`src/enw_pkg.sv`:
```
// Shared types and constants for the escalating network watchdog.
// No dependencies; imported by every module of the block.
package enw_pkg;

  localparam int unsigned MIN_W   = 16;
  localparam int unsigned MS_W    = 32;
  localparam int unsigned IFC_W   = 16;
  localparam int unsigned SYS_W   = 8;
  localparam int unsigned TMO_W   = 8;
  localparam int unsigned ACT_W   = 2;
  localparam int unsigned PADDR_W = 3;

  localparam logic [MIN_W-1:0] GROWTH           = 16'd2;
  localparam logic [MIN_W-1:0] MAX_WAIT_MINUTES = 16'd1440;
  localparam logic [MIN_W-1:0] MS_PER_MINUTE    = 16'd60000;
  localparam logic [IFC_W-1:0] IFC_MAX          = '1;
  localparam logic [SYS_W-1:0] SYS_MAX          = '1;

  localparam logic REG_TIMEOUT = 1'b0;

  typedef enum logic [ACT_W-1:0] {
    ACT_NONE   = 2'd0,
    ACT_IFACE  = 2'd1,
    ACT_SYSTEM = 2'd2
  } action_e;

  typedef enum logic [5:0] {
    ST_IDLE        = 6'b000001,
    ST_GROW        = 6'b000010,
    ST_SCALE_WAIT  = 6'b000100,
    ST_SCALE_IFACE = 6'b001000,
    ST_DECIDE      = 6'b010000,
    ST_OUT         = 6'b100000
  } state_e;

endpackage

```
`src/escalating_network_watchdog.sv`:
```
// Top level of the escalating network watchdog: APB register, sequencer, state.
// Depends on enw_pkg and enw_mul.
//
//   Channel | Dir | Request content
//   s_axis  | in  | tuser: link_ok; tdata: now_ms
//   m_axis  | out | tuser: action; tdata: outage_ms, iface total, system count
//   APB     | in  | register 0 at byte address 0: timeout_minutes
//
// A down request with a nonzero timeout keeps the input busy through the backoff
// multiply steps and the scale, decide and output states; the step count is the system
// restart count, stopped early once the wait reaches its cap, so at most 11 steps.
// Other requests go straight to the output state. All steps share one multiplier under
// the sequencer. Reset clears control state and the timeout register; no clearing pass
// is needed. A held result stalls only the last step; then the input is taken again.
module escalating_network_watchdog import enw_pkg::*; (
  input  logic               clk_i,
  input  logic               rst_ni,
  input  logic               s_axis_tvalid,
  output logic               s_axis_tready,
  input  logic [31:0]        s_axis_tdata,  // now_ms[31:0]
  input  logic [0:0]         s_axis_tuser,  // link_ok[0]
  output logic               m_axis_tvalid,
  input  logic               m_axis_tready,
  output logic [55:0]        m_axis_tdata,  // outage_ms[31:0], iface[47:32], sys[55:48]
  output logic [1:0]         m_axis_tuser,  // action[1:0]
  input  logic               psel,
  input  logic               penable,
  input  logic               pwrite,
  input  logic [PADDR_W-1:0] paddr,
  input  logic [31:0]        pwdata,
  output logic [31:0]        prdata,
  output logic               pready
);

  state_e           state_q, state_d;
  logic [TMO_W-1:0] timeout_q, timeout_d;
  logic             is_down_q, is_down_d;
  logic [MS_W-1:0]  down_since_q, down_since_d;
  logic             iface_fired_q, iface_fired_d;
  logic             sys_fired_q, sys_fired_d;
  logic [SYS_W-1:0] sys_cnt_q, sys_cnt_d;
  logic [IFC_W-1:0] ifc_cnt_q, ifc_cnt_d;
  logic [MS_W-1:0]  now_q, now_d;
  logic [MIN_W-1:0] wait_min_q, wait_min_d;
  logic [SYS_W-1:0] step_q, step_d;
  logic [MS_W-1:0]  wait_ms_q, wait_ms_d;
  logic [MS_W-1:0]  iface_at_q, iface_at_d;
  action_e          action_q, action_d;
  logic             m_valid_q, m_valid_d;
  logic [55:0]      m_data_q, m_data_d;
  logic [1:0]       m_user_q, m_user_d;

  logic             in_acc;
  logic             cfg_wr;
  logic [MIN_W-1:0] mul_a;
  logic             mul_growth;
  logic [MS_W-1:0]  product;
  logic [MS_W-1:0]  age;
  logic [MS_W-1:0]  sys_at;
  logic [MS_W-1:0]  outage;

  enw_mul u_mul (
    .op_a_i       (mul_a),
    .sel_growth_i (mul_growth),
    .product_o    (product)
  );

  assign s_axis_tready = (state_q == ST_IDLE);
  assign in_acc        = s_axis_tvalid && s_axis_tready;
  assign cfg_wr        = psel && penable && pwrite && pready && (paddr[2] == REG_TIMEOUT);
  assign pready        = 1'b1;
  assign prdata        = (paddr[2] == REG_TIMEOUT) ? 32'(timeout_q) : 32'd0;
  assign m_axis_tvalid = m_valid_q;
  assign m_axis_tdata  = m_data_q;
  assign m_axis_tuser  = m_user_q;

  assign age    = now_q - down_since_q;
  assign sys_at = iface_at_q + wait_ms_q;
  assign outage = is_down_q ? age : '0;

  always_comb begin
    mul_a      = wait_min_q;
    mul_growth = (state_q == ST_GROW);
    if (state_q == ST_SCALE_IFACE) begin
      mul_a = MIN_W'(timeout_q);
    end
  end

  always_comb begin
    state_d       = state_q;
    timeout_d     = timeout_q;
    is_down_d     = is_down_q;
    down_since_d  = down_since_q;
    iface_fired_d = iface_fired_q;
    sys_fired_d   = sys_fired_q;
    sys_cnt_d     = sys_cnt_q;
    ifc_cnt_d     = ifc_cnt_q;
    now_d         = now_q;
    wait_min_d    = wait_min_q;
    step_d        = step_q;
    wait_ms_d     = wait_ms_q;
    iface_at_d    = iface_at_q;
    action_d      = action_q;
    m_valid_d     = m_valid_q && !m_axis_tready;
    m_data_d      = m_data_q;
    m_user_d      = m_user_q;

    unique case (state_q)
      ST_IDLE: begin
        if (in_acc) begin
          now_d    = s_axis_tdata;
          action_d = ACT_NONE;
          state_d  = ST_OUT;
          if (s_axis_tuser[0]) begin
            is_down_d     = 1'b0;
            iface_fired_d = 1'b0;
            sys_fired_d   = 1'b0;
            sys_cnt_d     = '0;
          end else begin
            if (!is_down_q) begin
              is_down_d    = 1'b1;
              down_since_d = s_axis_tdata;
            end
            if (timeout_q != '0) begin
              wait_min_d = MIN_W'(timeout_q);
              step_d     = '0;
              state_d    = ST_GROW;
            end
          end
        end
      end
      ST_GROW: begin
        if ((step_q == sys_cnt_q) || (wait_min_q == MAX_WAIT_MINUTES)) begin
          state_d = ST_SCALE_WAIT;
        end else begin
          wait_min_d = (product < MS_W'(MAX_WAIT_MINUTES)) ? product[MIN_W-1:0]
                                                           : MAX_WAIT_MINUTES;
          step_d     = step_q + 1'b1;
        end
      end
      ST_SCALE_WAIT: begin
        wait_ms_d = product;
        state_d   = ST_SCALE_IFACE;
      end
      ST_SCALE_IFACE: begin
        iface_at_d = product;
        state_d    = ST_DECIDE;
      end
      ST_DECIDE: begin
        priority if (!sys_fired_q && (age >= sys_at)) begin
          sys_fired_d   = 1'b1;
          iface_fired_d = 1'b1;
          if (sys_cnt_q != SYS_MAX) begin
            sys_cnt_d = sys_cnt_q + 1'b1;
          end
          action_d = ACT_SYSTEM;
        end else if (!iface_fired_q && (age >= iface_at_q)) begin
          iface_fired_d = 1'b1;
          if (ifc_cnt_q != IFC_MAX) begin
            ifc_cnt_d = ifc_cnt_q + 1'b1;
          end
          action_d = ACT_IFACE;
        end else begin
          action_d = ACT_NONE;
        end
        state_d = ST_OUT;
      end
      ST_OUT: begin
        if (!m_valid_q || m_axis_tready) begin
          m_valid_d = 1'b1;
          m_data_d  = {sys_cnt_q, ifc_cnt_q, outage};
          m_user_d  = action_q;
          state_d   = ST_IDLE;
        end
      end
      default: begin
        state_d = ST_IDLE;
      end
    endcase

    if (cfg_wr) begin
      timeout_d     = pwdata[TMO_W-1:0];
      iface_fired_d = 1'b0;
      sys_fired_d   = 1'b0;
    end
  end

  always_ff @(posedge clk_i or negedge rst_ni) begin
    if (!rst_ni) begin
      state_q       <= ST_IDLE;
      timeout_q     <= '0;
      is_down_q     <= 1'b0;
      down_since_q  <= '0;
      iface_fired_q <= 1'b0;
      sys_fired_q   <= 1'b0;
      sys_cnt_q     <= '0;
      ifc_cnt_q     <= '0;
      action_q      <= ACT_NONE;
      m_valid_q     <= 1'b0;
    end else begin
      state_q       <= state_d;
      timeout_q     <= timeout_d;
      is_down_q     <= is_down_d;
      down_since_q  <= down_since_d;
      iface_fired_q <= iface_fired_d;
      sys_fired_q   <= sys_fired_d;
      sys_cnt_q     <= sys_cnt_d;
      ifc_cnt_q     <= ifc_cnt_d;
      action_q      <= action_d;
      m_valid_q     <= m_valid_d;
    end
  end

  always_ff @(posedge clk_i) begin
    now_q      <= now_d;
    wait_min_q <= wait_min_d;
    step_q     <= step_d;
    wait_ms_q  <= wait_ms_d;
    iface_at_q <= iface_at_d;
    m_data_q   <= m_data_d;
    m_user_q   <= m_user_d;
  end

endmodule

```
`src/enw_mul.sv`:
```
// Shared 16 x 16 multiplier of the watchdog sequencer.
// Depends on enw_pkg for the growth factor and the minute scale.
module enw_mul import enw_pkg::*; (
  input  logic [MIN_W-1:0] op_a_i,
  input  logic             sel_growth_i,
  output logic [MS_W-1:0]  product_o
);

  logic [MIN_W-1:0] op_b;

  assign op_b      = sel_growth_i ? GROWTH : MS_PER_MINUTE;
  assign product_o = MS_W'(op_a_i) * MS_W'(op_b);

endmodule

```
`config.mk`:
```
export PLATFORM = sky130hd
export DESIGN_NAME = escalating_network_watchdog
export DESIGN_NICKNAME = d
export VERILOG_FILES = /design/src/enw_pkg.sv /design/src/escalating_network_watchdog.sv /design/src/enw_mul.sv
export SDC_FILE = /design/constraint.sdc
export NUM_CORES = 1
export LEC_CHECK = 0
export ABC_AREA = 1
export BUFFER_PORTS_ARGS = -buffer_cell sky130_fd_sc_hd__buf_2
export CORE_ASPECT_RATIO = 0.7
export CORE_MARGIN = 2
export CORE_UTILIZATION = 56
export CTS_CLUSTER_DIAMETER = 100
export DETAILED_ROUTE_END_ITERATION = 8
export PLACE_DENSITY = 0.82
export SETUP_SLACK_MARGIN = 0.02
export SLEW_MARGIN = 20
export SYNTH_ARGS = -nofsm -noshare
export SYNTH_HDL_FRONTEND = slang
export SYNTH_SLANG_ARGS = --single-unit
```
`constraint.sdc`:
```
create_clock -name clk_i -period 6.75 [get_ports clk_i]
set_input_delay 1.35 -clock clk_i [delete_from_list [all_inputs] [get_ports clk_i]]
set_output_delay 1.35 -clock clk_i [all_outputs]
set_load 0.01 [all_outputs]
```
Yosys cells after proc, flatten, opt, wreduce, memory -nomap -nowiden:

Index checks and enable logic that the tools add are counted.

* add/sub/neg operators: 5
* multiply operators: 1
* magnitude comparators: 3
* eq/ne operators: 23
* multiplexer cells: 41
* bitwise gates (word level): 4
* reduce and logical (&&, ||, !) cells: 27

Operators by type and width (number)
* 16-bit two-way mux: 7
* 8-bit two-way mux: 9
* 32-bit greater-or-equal comparator: 2
* 6-bit case mux with 6 select lines: 1
* 32-bit adder: 1
* 32-bit by 11-bit less-than comparator with 1-bit output, second input constant: 1
* 16-bit by 16-bit multiplier with 32-bit output: 1
* 16-bit case mux with 2 select lines: 1
* 8-bit case mux with 2 select lines: 2
* 32-bit subtractor: 1
* 6-bit two-way mux: 5
* 16-bit by 1-bit adder with 16-bit output, second input constant: 1
* 8-bit by 1-bit adder with 8-bit output, second input constant: 2
* 16-bit by 11-bit equality test with 1-bit output, second input constant: 1
* 16-bit != test, second input constant: 1
* 4-bit AND reduction: 4
* 2-bit != test, second input constant: 6
* 1-bit two-way mux: 11
* 5-bit AND reduction: 2
* 8-bit equality test: 1
* 8-bit != test, second input constant: 1
* 8-bit nonzero test: 1
* 1-bit logical AND: 7
* 6-bit by 1-bit equality test with 1-bit output, second input constant: 1
* 19 further kinds: 34

* flip-flop bits (word level): 254
* input bits: 75
* output and inout port bits: 93
* word-level logic and storage cells: 122

Depth between registers and ports, before layout:

Gate-level depths: netlist (run 1).

* depth after elaboration: 7
* gate-level depth with buffers: 37
* depth with buffers taken out: 36

Hierarchy:

From an unflattened synthesis (run 1), not the netlist that was laid out.

* cell total of the unflattened synthesis: 2424
* area, all modules: 20335.8 µm²

By module, submodules not included
* escalating_network_watchdog: instances 1, cells an instance 1732, area an instance 15381.0 µm², sequential area each 7248.2 µm²
* enw_mul: instances 1, cells an instance 692, area an instance 4954.8 µm², sequential area each 0.0 µm²

Least setup slack after synthesis (run 1):

OpenSTA, ideal clock, no wires.

* path type: register -> register
* start point: reg state_q[4]
* end point: reg wait_min_q[10], data pin
* setup time: 0.249 ns
* arrival time: 6.821 ns
* required time: 6.501 ns
* slack: -0.320 ns
* stages on the path, launching flop included: 35
* path buffers: 2
* period minus slack after synthesis: 7.070 ns
* cell sequence: dfrtp_1 nor2_1 inv_2 nor4_4 buf_4 buf_2 o21ai_0 nor2_1 inv_1 fa_1 inv_1 fa_1 fa_1 inv_1 fa_1 inv_1 fa_1 ha_1 ha_1 nand2_1 inv_1 nand2_1 nand2_1 a21oi_2 nand2_1 nand2_1 nand2_2 nor2_2 nand2_1 nor2_2 nand3_2 nor2_4 nand2_1 nand2_1 inv_1

* cells in the longest elaborated chain, start to end: 7
* elaborated cells on any way between the ends: 10
* classes of those cells: 1 x mul; 1 x order compare; 3 x eq/ne; 5 x mux

Ends and longest elaborated chain
* start, declared: RTL line escalating_network_watchdog.sv:35 `state_e state_q, state_d;`
* start signal, assigned: RTL line escalating_network_watchdog.sv:201 `state_q <= state_d;`
* 6-bit by 4-bit equality test with 1-bit output / 6-bit by 2-bit equality test with 1-bit output (equally long branches): RTL line escalating_network_watchdog.sv:84, escalating_network_watchdog.sv:83
* 16-bit two-way mux, on equally long branches: RTL line escalating_network_watchdog.sv:84, enw_mul.sv:11
* 16-bit by 16-bit multiplier with 32-bit output *: RTL line enw_mul.sv:12 `assign product_o = MS_W'(op_a_i) * MS_W'(op_b);`
* via product[22]: RTL line escalating_network_watchdog.sv:57 `logic [MS_W-1:0] product;`
* 32-bit by 11-bit less-than comparator with 1-bit output *: RTL line escalating_network_watchdog.sv:136 `wait_min_d = (product < MS_W'(MAX_WAIT_MINUTES)) ? product[MIN_W-1:0]`
* 16-bit two-way mux *: RTL line escalating_network_watchdog.sv:136
* 16-bit two-way mux *: RTL line escalating_network_watchdog.sv:133 `if ((step_q == sys_cnt_q) || (wait_min_q == MAX_WAIT_MINUTES)) begin`
* 16-bit case mux with 2 select lines *: RTL line escalating_network_watchdog.sv:108 `unique case (state_q)`
* end signal, assigned: RTL line escalating_network_watchdog.sv:216 `wait_min_q <= wait_min_d;`
* end, declared: RTL line escalating_network_watchdog.sv:44 `logic [MIN_W-1:0] wait_min_q, wait_min_d;`

The timed path passes the listed nets; every way through them passes the cells marked *. The select of a mux whose other input is x is not followed.
A chain may end at the register's enable or synchronous reset.

Worst setup path after layout (run 1):

* start point: reg state_q[4]
* end point: reg wait_min_q[3], data pin

* cells in the longest elaborated chain, start to end: 7
* elaborated cells on any way between the ends: 10
* classes of those cells: 1 x mul; 1 x order compare; 3 x eq/ne; 5 x mux

Ends and longest elaborated chain (RTL line)
* 6-bit by 4-bit equality test with 1-bit output / 6-bit by 2-bit equality test with 1-bit output (equally long branches): escalating_network_watchdog.sv:84, escalating_network_watchdog.sv:83
* 16-bit two-way mux, on equally long branches: escalating_network_watchdog.sv:84, enw_mul.sv:11
* 16-bit by 16-bit multiplier with 32-bit output *: enw_mul.sv:12
* via product[17]: escalating_network_watchdog.sv:57
* 32-bit by 11-bit less-than comparator with 1-bit output *: escalating_network_watchdog.sv:136
* 16-bit two-way mux *: escalating_network_watchdog.sv:136
* 16-bit two-way mux *: escalating_network_watchdog.sv:133
* 16-bit case mux with 2 select lines *: escalating_network_watchdog.sv:108
* via wait_min_d[3]: escalating_network_watchdog.sv:44

Marked as above.

==> reports/qor.txt, run 1 <==
Status = finished, violations left
Failing checks = negative setup slack
Crit-path leading delay family = adder cells
Seq cells post-synth = 252
WP buf/inv = 8
Final setup viols = 2
Crit path depth = 32
Total CTS buffers = 24
Worst R2R Start = state_q[4]$_DFFE_PN0P_
End of the critical path = wait_min_q[3]$_DFFE_PP_
Sequential fraction of the synthesis area = 36.4%
CP max stage cell = fa_1
Avg Inst Size Synth = 8.57 µm²
Initial antenna violation count = 3
Asr flop ratio synth = 30.2%
RSZ-0062 raised after global routing = yes
Max Slew Vio Count = 0
Crit path largest cell delay = 0.59 ns
Die height = 161 µm
DRT Pass-1 Iters = 6
Setup CP Type = reg -> reg
Number of warnings issued by yosys = 0
TritonCTS clock tree = done
IO Count = 168
Hold Crit Class = reg -> reg
Startpoint class of the critical path = flip-flop
P&R area growth vs syn = 17.6%
Total global-route track usage = 26.3%
DRC viols = 0
Area contributors post-synth = edfxtp_1, ha_1, dfrtp_1
Routed len/inst = 17.4 µm
Number of fill cells = 2576
CP Capture Type = flip-flop
Clk slew on worst S/H paths = 0.07 ns
Period utilization = 100%
Top-count cell post-synth = nand2_1
CTS Buffer Depth = 3
Fin Setup TNS = -0.0530 ns
Final WL = 52.7 mm
Post-DP HPWL = 38.2 mm
Most used DFF post-synth = edfxtp_1
Vias per cell = 5.53
Distinct cells, synth = 59
Core area = 0.0347 mm²
Hold_buf cts = 0
Worst-Skew Late Latency = 0.55 ns
Arrival time at the worst endpoint = 7.13 ns
Multi-input logic area = 0.0116 mm²
Post-synth top area share = 26.7%
RD Place Congestion = 0.921
Final ANT Viol Nets = 0
Die width = 229 µm
Setup ws final = -0.0290 ns
R2r worst-path depth = 32
Fin crit period = 6.78 ns
CP Data Required Time = 7.10 ns
Fin nets = 2934
Pin count of the biggest net entering global routing = 66
Root Buffer = clkbuf_16
Post-synthesis cell area = 0.0198 mm²
Max H-tree Level = 1
Fmax = 148 MHz
Number of enable flip-flop cells after synthesis = 176
Tightest Pin Transition = 1.05 ns
Buffers added on ports = 116
Commonest cells in the netlist = nand2_1, inv_1, ha_1, nor2_1, edfxtp_1
Reg2reg setup slack = -0.03 ns
Vias in the first global route = 16000
Via count = 16800
Register area = 0.00719 mm²
Clk sinks = 252
Max-Cap Viols = 0
Largest area contributor in the netlist = edfxtp_1
First-pass GRT wire length = 79.0 mm
Critical path origin = state_q[4]$_DFFE_PN0P_
Relative slew slack = 29.7%
Full die area = 0.0368 mm²
Post-Syn Instances = 2306
DRT iter0 DRCs = 1563
Global route overflow = 0
Placement Rows = 57
Crit Path Max Fanout = 8
Hold Violations, Final = 0
Worst Skew = 0.0136 ns
FF-to-FF End = wait_min_q[3]$_DFFE_PP_
Share of cells above drive strength 1 = 17.7%
Initial Util = 56.9%
## flip-flops by register name (all words and copies together) (netlist names), 2 cells and up
signal	flops
action_q	2
state_q	6
m_axis_tdata	56
step_q	8
timeout_q	8
wait_min_q	16
now_q	32
sys_cnt_q	8
wait_ms_q	31
iface_at_q	31
ifc_cnt_q	16
down_since_q	32
m_axis_tuser	2
## per-layer routing
metal | GRT usage, % | share of wire, % | vias to the layer above
li1 | - | - | 7971
met5 | 0 | 0.025 | -
met1 | 37.9 | 43 | 7938
met4 | 4.93 | 2.4 | 2
met3 | 4.29 | 7.9 | 123
met2 | 42.5 | 47 | 731
## layout by cell type (no fill, tap or decap), types with 9 or more instances in the layout
cell type and n:
a21oi_1 139, a21oi_2 9, a31oi_1 12, buf_2 115, buf_4 108, clkbuf_1 10, clkbuf_16 24, conb_1 30
dfrtp_1 75, edfxtp_1 176, fa_1 68, ha_1 220, ha_4 21, inv_1 405, inv_2 20, nand2_1 407
nand2_2 37, nand2_4 16, nand3_1 76, nand3_2 11, nand3b_1 14, nand4_1 29, nor2_1 192, nor2_2 19
nor2_4 22, nor3_1 26, nor4_1 14, o21ai_0 64, xnor2_1 35, xor2_1 49
## cell type report
class,instances,area share [%]
multi-input combinational,1607,49.9
sequential,252,30.9
inverter,426,6.88
timing repair buffer,232,6.51
clock buffer,37,2.92
tap,472,2.54
clock inverter,7,0.344
antenna,1,0.0108
## repair_timing
action / 4_1_cts / 5_1_grt
gates cloned: 2 / 1
endpoints found under the setup margin: 10 / 10
setup buffers: 2 / 29
pin swaps: 14 / 93
gates resized for setup: 39 / 170
## through the flow
step	cells	area [µm²]	hold WS (ns)	utilization, %	setup WS [ns]
floorplan	2334	19900	0.425	-	0.0334
global placement	2956	21400	0.456	61.7	-0.0663
detailed placement	2956	21400	0.445	61.7	-0.269
CTS	3004	22400	0.486	64.5	0.0218
global route	3033	23200	0.495	66.9	-0.266
finish	3034	23200	0.479	66.9	-0.0290
## worst min-delay path by stage
stage	startpoint	to	slack, ns	cells past startpoint
finish	action_q[1]$_DFFE_PN0P_	m_axis_tuser[1]$_DFFE_PP_	0.48	0
global route	action_q[0]$_DFFE_PN0P_	m_axis_tuser[0]$_DFFE_PP_	0.49	0
CTS	action_q[0]$_DFFE_PN0P_	m_axis_tuser[0]$_DFFE_PP_	0.49	0
detailed placement	action_q[0]$_DFFE_PN0P_	m_axis_tuser[0]$_DFFE_PP_	0.44	0
global placement	action_q[1]$_DFFE_PN0P_	m_axis_tuser[1]$_DFFE_PP_	0.46	0
floorplan	action_q[0]$_DFFE_PN0P_	m_axis_tuser[0]$_DFFE_PP_	0.42	0
## cell families (layout without fill, tap and decap cells)
kind of cell             count (synthesis)  count (layout)  share of synthesized area (%)
buffers and inverters                  475             702                           9.61
XOR/XNOR                                86              86                           3.81
other                                    2              31                         0.0380
adder cells (fa/ha/maj)                316             316                           22.7
multiplexers                             2               2                          0.114
AND/OR/NAND/NOR                        884             884                           19.2
flip-flops                             252             252                           36.4
AO/OA/AOI/OAI                          289             289                           8.17
Power of run 1 is not shown: default switching activity piles up to over one toggle a cycle in this logic, so the estimate is an artifact.
==> inputs of run 2 (changes only) <==
--- a/config.mk
+++ b/config.mk
@@ -5,11 +5,11 @@
 export SDC_FILE = /design/constraint.sdc
 export NUM_CORES = 1
 export LEC_CHECK = 0
-export ABC_AREA = 1
+export ABC_AREA = 0
 export BUFFER_PORTS_ARGS = -buffer_cell sky130_fd_sc_hd__buf_2
 export CORE_ASPECT_RATIO = 0.7
 export CORE_MARGIN = 2
-export CORE_UTILIZATION = 56
+export CORE_UTILIZATION = 55
 export CTS_CLUSTER_DIAMETER = 100
 export DETAILED_ROUTE_END_ITERATION = 8
 export PLACE_DENSITY = 0.82
==> run 2 against run 1 <==
Effect of this change: the flow still finishes with violations (negative setup slack); largest cell class unchanged; sequential cell count unchanged; final cell count fell by 20%; synthesized cell count is 26% lower.
==> reports/qor.txt, run 2 <==
Crit path depth = 28 (was 32)
Compound-Gate Fraction of Synth Area = 11.0% (was 8.17%)
Adder-cell area share of the yosys netlist = 24.4% (was 22.7%)
Sequential fraction of the synthesis area = 39.0% (was 36.4%)
Setup CP Type = reg -> reg (unchanged)
Hold Crit Class = reg -> reg (unchanged)
WHS Endpoint = m_axis_tdata[46]$_DFFE_PP_ (was m_axis_tuser[1]$_DFFE_PP_)
First-pass GRT wire length = 73.4 mm (was 79.0 mm)
Number of warnings issued by yosys = 0 (unchanged)
Post-Synth XOR/XNOR Area = 5.51% (was 3.81%)
CP Data Required Time = 7.12 ns (was 7.10 ns)
Initial antenna violation count = 0 (was 3)
Seq cells post-synth = 252 (unchanged)
Hold Path Stages = 0 (unchanged)
RSZ-0062 raised after global routing = yes (unchanged)
Worst R2R Start = state_q[2]$_DFFE_PN0P_ (was state_q[4]$_DFFE_PN0P_)
Reg2reg setup slack = -1.21 ns (was -0.03 ns)
Max-Cap Viols = 0 (unchanged)
Fin nets = 2380 (was 2934)
Number of fill cells = 2271 (was 2576)
Vias per cell = 5.87 (was 5.53)
Final WL = 47.6 mm (was 52.7 mm)
CTS Buffer Depth = 3 (unchanged)
Total CTS buffers = 24 (unchanged)
Die height = 157 µm (was 161 µm)
Max Slew Vio Count = 0 (unchanged)
Most frequent cells in the layout = ha_1, inv_1, edfxtp_1, buf_4, buf_2 (was nand2_1, inv_1, ha_1, nor2_1, edfxtp_1)
DRC viols = 0 (unchanged)
Root Buffer = clkbuf_16 (unchanged)
CP Capture Type = flip-flop (unchanged)
Critical path origin = state_q[2]$_DFFE_PN0P_ (was state_q[4]$_DFFE_PN0P_)
Distinct cells, synth = 73 (was 59)
Share of cells above drive strength 1 = 24.7% (was 17.7%)
Post-Syn Instances = 1695 (was 2306)
Top-count cell post-synth = ha_1 (was nand2_1)
Buffers added on ports = 116 (unchanged)
Core area = 0.0333 mm² (was 0.0347 mm²)
Hold Startpoint = ifc_cnt_q[14]$_DFFE_PN0P_ (was action_q[1]$_DFFE_PN0P_)
Post-DP HPWL = 34.3 mm (was 38.2 mm)
Main combinational cell family by area after synthesis = adder cells (unchanged)
P&R area growth vs syn = 21.4% (was 17.6%)
CP max stage cell = fa_1 (unchanged)
Multiplexer area fraction after synthesis = 2.94% (was 0.114%)
FF-to-FF End = wait_min_q[9]$_SDFFCE_PP0P_ (was wait_min_q[3]$_DFFE_PP_)
Vias in the first global route = 14100 (was 16000)
R2r worst-path depth = 28 (was 32)
Hold_buf cts = 0 (unchanged)
Full die area = 0.0350 mm² (was 0.0368 mm²)
Area contributors post-synth = edfxtp_1, ha_1, dfrtp_1 (unchanged)
Crit-path leading delay family = simple AND/OR/NAND/NOR gates (was adder cells)
Clk sinks = 252 (unchanged)
Commonest non-fill, non-tap cell in the layout = ha_1 (was nand2_1)
DRT Pass-1 Iters = 8 (was 6)
RD Place Congestion = 0.932 (was 0.921)
Total global-route track usage = 26.3% (about the same)
Most used DFF post-synth = edfxtp_1 (unchanged)
Largest area contributor in the netlist = edfxtp_1 (unchanged)
Final core utilization = 67.2% (was 66.9%)
Commonest cells in the netlist = ha_1, inv_1, edfxtp_1, a21oi_1, nor2_1 (was nand2_1, inv_1, ha_1, nor2_1, edfxtp_1)
Post-synthesis cell area = 0.0184 mm² (was 0.0198 mm²)
Max FFs per register = 56 (unchanged)
Final ANT Viol Nets = 0 (unchanged)
Failing checks = negative setup slack (unchanged)
Status = finished, violations left (unchanged)
Placement Rows = 56 (was 57)
Period utilization = 118% (was 100%)
Fmax = 126 MHz (was 148 MHz)
Ant diodes = 0 (was 1)
DRT iter0 DRCs = 1322 (was 1563)
Number of enable flip-flop cells after synthesis = 176 (unchanged)
Via count = 14300 (was 16800)
Hold Violations, Final = 0 (unchanged)
Fin crit period = 7.96 ns (was 6.78 ns)
Setup ws final = -1.21 ns (was -0.0290 ns)
Post-synth top area share = 28.7% (was 26.7%)
Final Hold Slack = 0.464 ns (was 0.479 ns)
Final setup viols = 12 (was 2)
Max H-tree Level = 1 (unchanged)
Crit path largest cell delay = 0.57 ns (was 0.59 ns)
Worst-Skew Late Latency = 0.54 ns (was 0.55 ns)
Worst Skew = 0.0222 ns (was 0.0136 ns)
WP buf/inv = 5 (was 8)
Tightest Pin Transition = 1.02 ns (was 1.05 ns)
Pin count of the biggest net entering global routing = 68 (was 66)
Clk slew on worst S/H paths = 0.07 ns (about the same)
Synth Area in Simple Gates = 11.7% (was 19.2%)
Arrival time at the worst endpoint = 8.33 ns (was 7.13 ns)
Routed len/inst = 19.5 µm (was 17.4 µm)
Asr flop ratio synth = 30.2% (unchanged)
TritonCTS clock tree = done (unchanged)
Startpoint class of the critical path = flip-flop (unchanged)
Die width = 223 µm (was 229 µm)
Avg Inst Size Synth = 10.9 µm² (was 8.57 µm²)
Relative slew slack = 31.0% (was 29.7%)
IO Count = 168 (unchanged)
Global route overflow = 0 (unchanged)
Initial Util = 55.4% (was 56.9%)
Crit Path Max Fanout = 8 (unchanged)
## run 2: cell types whose count changed after synthesis, sizes merged, moves of 51 or more
cell   before  now
nor2      233   83
a21oi     148   83
inv       425  188
a21o        6   65
nand3      87   36
nand2     460   78
## run 2: worst max path at each step
stage | end | slack [ns]
floorplan | wait_min_q[9]$_SDFFCE_PP0P_ | -1.21
global placement | wait_min_q[9]$_SDFFCE_PP0P_ | -1.16
detailed placement | wait_min_q[9]$_SDFFCE_PP0P_ | -1.30
CTS | wait_min_q[9]$_SDFFCE_PP0P_ | -1.13
global route | wait_min_q[9]$_SDFFCE_PP0P_ | -1.45
finish | wait_min_q[9]$_SDFFCE_PP0P_ | -1.21
## run 2: metrics by stage
stage	worst slack, ns	instance area [µm²]	instances	TNS, ns
global route	-1.45	22400	2442	-12.19
detailed placement	-1.30	20700	2383	-12.52
global placement	-1.16	20700	2383	-9.81
finish	-1.21	22400	2442	-9.38
floorplan	-1.21	18700	1723	-7.96
CTS	-1.13	22100	2432	-8.02
## run 2: cell type report
cell class / count / area (µm²) / area share (%)
Clock inverter: 11 / 135 / 0.604
Sequential cell: 252 / 7190 / 32.1
Tap cell: 435 / 544 / 2.43
Multi-Input combinational cell: 1230 / 11100 / 49.6
Timing Repair Buffer: 293 / 2000 / 8.92
Clock buffer: 33 / 707 / 3.16
Inverter: 188 / 717 / 3.20
## run 2: cells by family after synthesis
| logic type | Yosys count |
|---|---|
| buffers and inverters | 241 |
| DFF | 252 |
| muxes | 49 |
| adders and majority gates | 316 |
| AOI/OAI and AO/OA | 307 |
| other | 2 |
| xor gates and xnor gates | 115 |
| and+or+nand+nor | 413 |
## run 2: timing repair
action                     in CTS  in global routing
setup endpoints to repair      18                 33
resized for setup              70                 43
setup buffers                   5                 13
pin swaps                      53                 52
## run 2: routing by layer
metal,vias to the layer above,track usage (%),wire (µm)
li1,6585,-,-
met1,7000,37.6,21000
met2,638,42.1,21800
met3,107,4.46,3560
met4,0,5.98,1260
met5,-,0,0
Power of run 2 is left out for the same reason.
